`src/hdl/cia_pkg.sv`:
```
// Shared types, codes and width helpers for the checked integer ALU.
`default_nettype none
package cia_pkg;

  localparam int MAX_WIDTH = 64;
  localparam int DATA_W    = 64;
  localparam int DIV_STEPS = DATA_W;
  localparam int Q_DEPTH   = 2;

  typedef enum logic [2:0] {
    OP_ADD = 3'd0,
    OP_SUB = 3'd1,
    OP_MUL = 3'd2,
    OP_NEG = 3'd3,
    OP_SHL = 3'd4,
    OP_SHR = 3'd5,
    OP_DIV = 3'd6,
    OP_MOD = 3'd7
  } op_t;

  localparam logic [1:0] FAULT_NONE = 2'd0;
  localparam logic [1:0] FAULT_OVF  = 2'd1;
  localparam logic [1:0] FAULT_DIV0 = 2'd2;

  typedef struct packed {
    logic [2:0]        opcode;
    logic [2:0]        operand_type;
    logic [DATA_W-1:0] operand_a;
    logic [DATA_W-1:0] operand_b;
  } in_t;

  typedef struct packed {
    logic [DATA_W-1:0] result_bits;
    logic [1:0]        fault;
  } out_t;

  // Classified item handed from the front to the back.
  typedef struct packed {
    op_t               op;
    logic              sgn;
    logic [1:0]        wsel;
    logic [DATA_W-1:0] a;
    logic [DATA_W-1:0] b;
    logic [DATA_W-1:0] ma;
    logic [DATA_W-1:0] mb;
    logic              a_neg;
    logic              b_neg;
    logic [5:0]        cnt;
    logic              shift_bad;
    logic              b_zero;
    logic              min_neg1;
  } cls_t;

  function automatic logic [6:0] width_of(logic [1:0] ws);
    logic [7:0] w;
    w = 8'd8 << ws;
    if (w > 8'(MAX_WIDTH)) w = 8'(MAX_WIDTH);
    return w[6:0];
  endfunction

  function automatic logic [DATA_W-1:0] mask_of(logic [1:0] ws);
    logic [6:0] w;
    w = width_of(ws);
    if (w >= 7'(DATA_W)) return '1;
    return (64'd1 << w) - 64'd1;
  endfunction

  function automatic logic [DATA_W-1:0] top_of(logic [1:0] ws);
    logic [6:0] w;
    w = width_of(ws);
    return 64'd1 << (w - 7'd1);
  endfunction

endpackage
`default_nettype wire

```
`src/hdl/cia_queue.sv`:
```
// Short queue between the front end and the execution pipeline.
`default_nettype none
module cia_queue (
  input  wire logic          clk,
  input  wire logic          rst,
  input  wire logic          wr_valid,
  input  wire cia_pkg::cls_t wr_data,
  output logic               wr_ready,
  output logic               rd_valid,
  output cia_pkg::cls_t      rd_data
);

  cia_pkg::cls_t mem [0:cia_pkg::Q_DEPTH-1];
  logic       wp, rp;
  logic [1:0] count;
  logic       wr, rd;

  assign wr_ready = count < 2'(cia_pkg::Q_DEPTH);
  assign rd_valid = count != 2'd0;
  assign rd_data  = mem[rp];
  assign wr       = wr_valid && wr_ready;
  // the pipeline behind never stalls: drain every cycle
  assign rd       = rd_valid;

  always_ff @(posedge clk) begin
    if (rst) begin
      wp    <= 1'b0;
      rp    <= 1'b0;
      count <= 2'd0;
    end else begin
      if (wr) wp <= ~wp;
      if (rd) rp <= ~rp;
      count <= count + 2'(wr) - 2'(rd);
    end
    if (wr) begin
      mem[wp] <= wr_data;
    end
  end

endmodule
`default_nettype wire

```
`config.mk`:
```
export PLATFORM = sky130hd
export DESIGN_NAME = cia_queue
export DESIGN_NICKNAME = d
export VERILOG_FILES = /design/src/hdl/cia_pkg.sv /design/src/hdl/cia_queue.sv
export SDC_FILE = /design/constraint.sdc
export NUM_CORES = 1
export LEC_CHECK = 0
export BUFFER_PORTS_ARGS = -buffer_cell sky130_fd_sc_hd__buf_2
export CAP_MARGIN = 10
export CORE_AREA = 2 2 216 218
export DETAILED_ROUTE_END_ITERATION = 8
export DIE_AREA = 0 0 218 220
export GPL_ROUTABILITY_DRIVEN = 0
export HOLD_SLACK_MARGIN = 0.06
export PLACE_DENSITY = 0.66
export SETUP_SLACK_MARGIN = 0.05
export SKIP_CTS_REPAIR_TIMING = 1
export SLEW_MARGIN = 20
export SYNTH_ARGS = -nofsm -noshare
export SYNTH_HDL_FRONTEND = slang
export SYNTH_SLANG_ARGS = --single-unit
```
`constraint.sdc`:
```
create_clock -name clk -period 17.3 [get_ports clk]
set_clock_uncertainty 0.2 [all_clocks]
set_input_delay 2.595 -clock clk [delete_from_list [all_inputs] [get_ports clk]]
set_output_delay 2.595 -clock clk [all_outputs]
set_load 0.02 [all_outputs]
```
Yosys cells after proc, flatten, opt, wreduce, memory -nomap -nowiden --
Memory sizes are Yosys's and may differ from the RTL's. A register that Yosys moved wholly into a read port is not among the register bits. Cells that the tools add are included.
Storage, ports and cells: flip-flop bits (word level) 4, bits in writable memories 546, output and inout port bits 275, memories kept 1
Memories:
- mem | depth 2, width 273, rd ports 1, clocked after memory_dff 1, write ports 1, line cia_queue.sv:13 | cia_pkg::cls_t mem [0:cia_pkg::Q_DEPTH-1];
Cells by class: $add $sub $neg 2, $lt $le $gt $ge 1, multiplexer cells 4, bitwise logic cells 2, reduce and logical (&&, ||, !) cells 2
Operators by type and width (number):
- 2-to-1 mux 1 bit | 4
- adder 2 x 1 -> 2 bit | 1
- less-than comparator 2 bit (second input constant) | 1
- inverter 1 bit | 2
- nonzero test 2 bit | 1
- subtractor 2 x 1 -> 2 bit | 1
- logical AND 1 bit | 1

Depth between registers and ports, before layout --
word-level depth 4, depth in mapped cells 3, mapped depth without buffers 2

Worst setup path after synthesis --
Ideal clock, no wire load.
kind input -> register, start point input wr_valid, end point memory mem[0][0] (netlist name) (enable), arrival 13.991 ns, required time 16.188 ns, path slack 2.197 ns, stages on the path 2, path buffers 0, cell sequence nand2b_1 -> nor2_1
Between the ends: longest elaborated chain between the ends 3
Ends and longest elaborated chain:
- start, declared | line cia_queue.sv:6 | input wire logic wr_valid,
- logical AND 1 bit | line cia_queue.sv:21 | assign wr = wr_valid && wr_ready;
- 2-to-1 mux 1 bit | line cia_queue.sv:35 | if (wr) begin
- 2-to-1 mux 1 bit (implied by the code) | line cia_queue.sv:36 | mem[wp] <= wr_data;
- end, declared | line cia_queue.sv:13
Every way passes these cells.

==> impl_summary.log <==
[metrics] run status: finished clean
[metrics] total half-perimeter wirelength after legalization and detailed placement: 30600 um
[metrics] Clk Tree Root Cell: sky130_fd_sc_hd__clkbuf_16
[metrics] share of synthesized registers carrying an async set or reset: 0%
[metrics] path depth of the worst reg2reg path: 4
[metrics] launch point of the worst hold path: count[0]
[metrics] most frequent cell after synthesis: sky130_fd_sc_hd__edfxtp_1
[metrics] nets: 1732
[metrics] combinational group share of total power: 10.3%
[metrics] via count of the first global-routing pass: 10800
[metrics] Seq/Total Area, Yosys: 82.2%
[metrics] floorplan die height: 220 um
[metrics] clock slew at reported path FFs: 0.06 ns
[metrics] proportion of netlist area held by the largest area contributor: 81.7%
[metrics] dominant cell type by area after synthesis: sky130_fd_sc_hd__edfxtp_1
[metrics] startpoint of the worst-slack reg-to-reg timing path: count[1]
[metrics] count of flip-flops with a built-in enable after synthesis: 546
[metrics] die boundary width: 218 um
[metrics] sequential group share of total power: 52.4%
[metrics] count of mapped cells out of synthesis: 870
[metrics] Hold Path Depth: 2
[metrics] endpoint required time on the critical path: 14.51 ns
[metrics] Critical Path Source Type: register
[metrics] initial core utilization: 43.7%
[metrics] total setup violations reported at the end of the flow: 0
[metrics] worst slew pin tran: 1.08 ns
[metrics] CTS Buf Count: 55
[metrics] total area of sequential cells: 16500 sq um
[metrics] Synth Cell Area: 20100 sq um
[metrics] fraction of layout instances using a drive strength above 1: 60.6%
[metrics] Internal Power: 2.33 mW
[metrics] Worst Hold Class: reg2reg
[metrics] latest clock arrival within the worst-skew pair: 0.59 ns
[metrics] Max Clk Rate: 152 MHz
[metrics] Layout area overhead: 24.6%
[metrics] Overflow after GRT: 0
[metrics] Final Routed Wirelength: 44100 um
[metrics] Synth Net Count: 1146
[metrics] smallest setup slack after layout: 10.74 ns
[metrics] top post-synthesis cells by count: sky130_fd_sc_hd__edfxtp_1, sky130_fd_sc_hd__mux2_2, sky130_fd_sc_hd__clkbuf_8, sky130_fd_sc_hd__buf_6, sky130_fd_sc_hd__dfxtp_1
[metrics] Data arrival, critical path: 3.77 ns
[metrics] Power Dens Cells: 121 nW/um^2
[metrics] Static Leakage: 9.24 nW
[metrics] count of standard-cell rows: 79
[metrics] pin count of the biggest net entering global routing: 146
[metrics] switching power share of the total: 22.6%
[metrics] final-report max-slew violation count: 0
[metrics] post-route antenna net violation count: 0
[metrics] Port Buffer Count: 550
[metrics] CTS tree: built
[metrics] number of warnings issued by yosys: 0
[metrics] Hold EP: count[1]
[metrics] headroom to the max-slew limit: 28.2%
[metrics] number of synthesized register bits: 551
[metrics] crit-path max FO: 68
[metrics] class of the most critical setup path: reg2out
[metrics] ratio of routed vias to standard cells: 4.89
[metrics] Clk network pwr share: 37.3%
[metrics] main area contributors after synthesis: sky130_fd_sc_hd__edfxtp_1, sky130_fd_sc_hd__mux2_2, sky130_fd_sc_hd__clkbuf_8
[metrics] routed via count: 10300
[metrics] placed instance count: 2006
[metrics] Initial DRC Count: 628
[metrics] ports placed on the boundary: 551
[metrics] overall fraction of global-route tracks in use: 17.5%
[metrics] Filler Cells Inserted: 3642
[metrics] Final Cycle Share: 37.9%
[metrics] reported max-cap violation count: 0
[metrics] net switching power: 0.681 mW
[metrics] CTS HTree Levels: 2
[metrics] Setup Total Neg Slack: 0 ns
[metrics] total die area: 48000 sq um
[metrics] first drt pass iteration count: 4
[metrics] Synth Area per Inst: 23.1 sq um
[metrics] largest voltage drop on the vdd net: 0.118 mV
[metrics] Routed wire per std cell: 20.9 um
[metrics] number of hold violations in the final report: 0
[metrics] total area of multi-input combinational cells: 3170 sq um
[metrics] DR DRC count: 0
[metrics] R2R Path End: mem[0][146]
[metrics] antenna violations before repair: 12
[metrics] floorplan core area: 45900 sq um
[metrics] # clock sinks: 551
[metrics] number of distinct library cell variants in the gate-level netlist after synthesis: 15
[metrics] pre-CTS worst setup slack: 11.32 ns
[metrics] Worst Setup End Kind: primary output
[metrics] RSZ-0062 raised after global routing: false
[metrics] global-route wire length before repair: 62600 um
[metrics] dominant synthesized flop cell: sky130_fd_sc_hd__edfxtp_1
[metrics] Non-Filler Instances: 2111
[metrics] final period demand of the worst path: 6.56 ns
[metrics] maximum clock insertion buffer count: 3
[metrics] reg-to-reg slack, setup: 14.30 ns
==> worst max-delay path by stage <==
stage,to,slack (ns),cells past startpoint
2_1_floorplan,mem[0][0],2.20,2
3_3_place_gp,rd_data[34],11.37,4
3_5_place_dp,rd_data[111],11.32,4
4_1_cts,rd_data[105],10.67,4
5_1_grt,rd_data[103],10.50,4
6_report,rd_data[105],10.74,4
==> placed cells by master, fill, tap and decap left out, types with 2 or more instances in the layout <==
cell	n
sky130_fd_sc_hd__diode_2	10
sky130_fd_sc_hd__bufinv_16	4
sky130_fd_sc_hd__clkinv_2	4
sky130_fd_sc_hd__clkinvlp_4	2
sky130_fd_sc_hd__buf_4	8
sky130_fd_sc_hd__buf_2	550
sky130_fd_sc_hd__nor3_1	3
sky130_fd_sc_hd__clkinv_1	11
sky130_fd_sc_hd__dfxtp_1	4
sky130_fd_sc_hd__edfxtp_1	546
sky130_fd_sc_hd__clkbuf_1	16
sky130_fd_sc_hd__mux2_2	274
sky130_fd_sc_hd__clkbuf_16	57
sky130_fd_sc_hd__nand2b_1	2
sky130_fd_sc_hd__nor2_1	2
==> registers in the layout, indices dropped and copies added (netlist names), named ones only <==
register and count:
mem 546, count 2, rp 1, wp 1
==> cell type report <==
| class | count | area share, % |
|---|---|---|
| Antenna cell | 10 | 0.100 |
| Tap cell | 607 | 3.04 |
| Clock buffer | 73 | 5.95 |
| Sequential cell | 551 | 66.0 |
| Clock inverter | 22 | 0.831 |
| Multi-Input combinational cell | 288 | 12.7 |
| Inverter | 1 | 0.0150 |
| Timing Repair Buffer | 559 | 11.3 |
==> power groups by stage <==
stage               sequential, mW  combinational, mW  clock (mW)
floorplan                     1.62              0.199           0
global placement              1.60              0.311           0
detailed placement            1.61              0.314           0
CTS                           1.58              0.316        1.15
global route                  1.58              0.332        1.21
finish                        1.58              0.312        1.12
==> cell families after synthesis <==
logic type,share of synthesized area [%]
buffers and inverters,2.01
multiplexers,15.4
AO/OA/AOI/OAI,0.0624
flip-flops,82.2
AND/OR/NAND/NOR,0.306
==> through the flow <==
| stage | power, mW | util [%] | cell area [sq um] | hold WS (ns) |
|---|---|---|---|---|
| after CTS | 3.05 | 54.4 | 25000 | 0.295 |
| after detailed placement | 1.92 | 50.7 | 23300 | 0.286 |
| after global placement | 1.92 | 50.7 | 23300 | 0.264 |
| after global routing | 3.12 | 54.5 | 25000 | 0.317 |
| after floorplan | 1.82 | - | 20100 | 0.247 |
| final | 3.01 | 54.5 | 25000 | 0.292 |
==> routing by layer <==
| layer | track usage [%] | part of all wire [%] | vias up |
|---|---|---|---|
| li1 | - | - | 4676 |
| met1 | 20.0 | 37 | 5111 |
| met2 | 29.7 | 51 | 405 |
| met3 | 5.53 | 8.2 | 116 |
| met4 | 8.71 | 4.0 | 6 |
| met5 | 0 | 0.091 | - |
==> critical path, cell delays in order, from the launching register on <==
cell,delay [ns]
sky130_fd_sc_hd__dfxtp_4,0.86
sky130_fd_sc_hd__buf_4,0.81
sky130_fd_sc_hd__buf_4,0.74
sky130_fd_sc_hd__mux2_2,0.42
sky130_fd_sc_hd__buf_2,0.16
(Power assumes the default switching activity.)
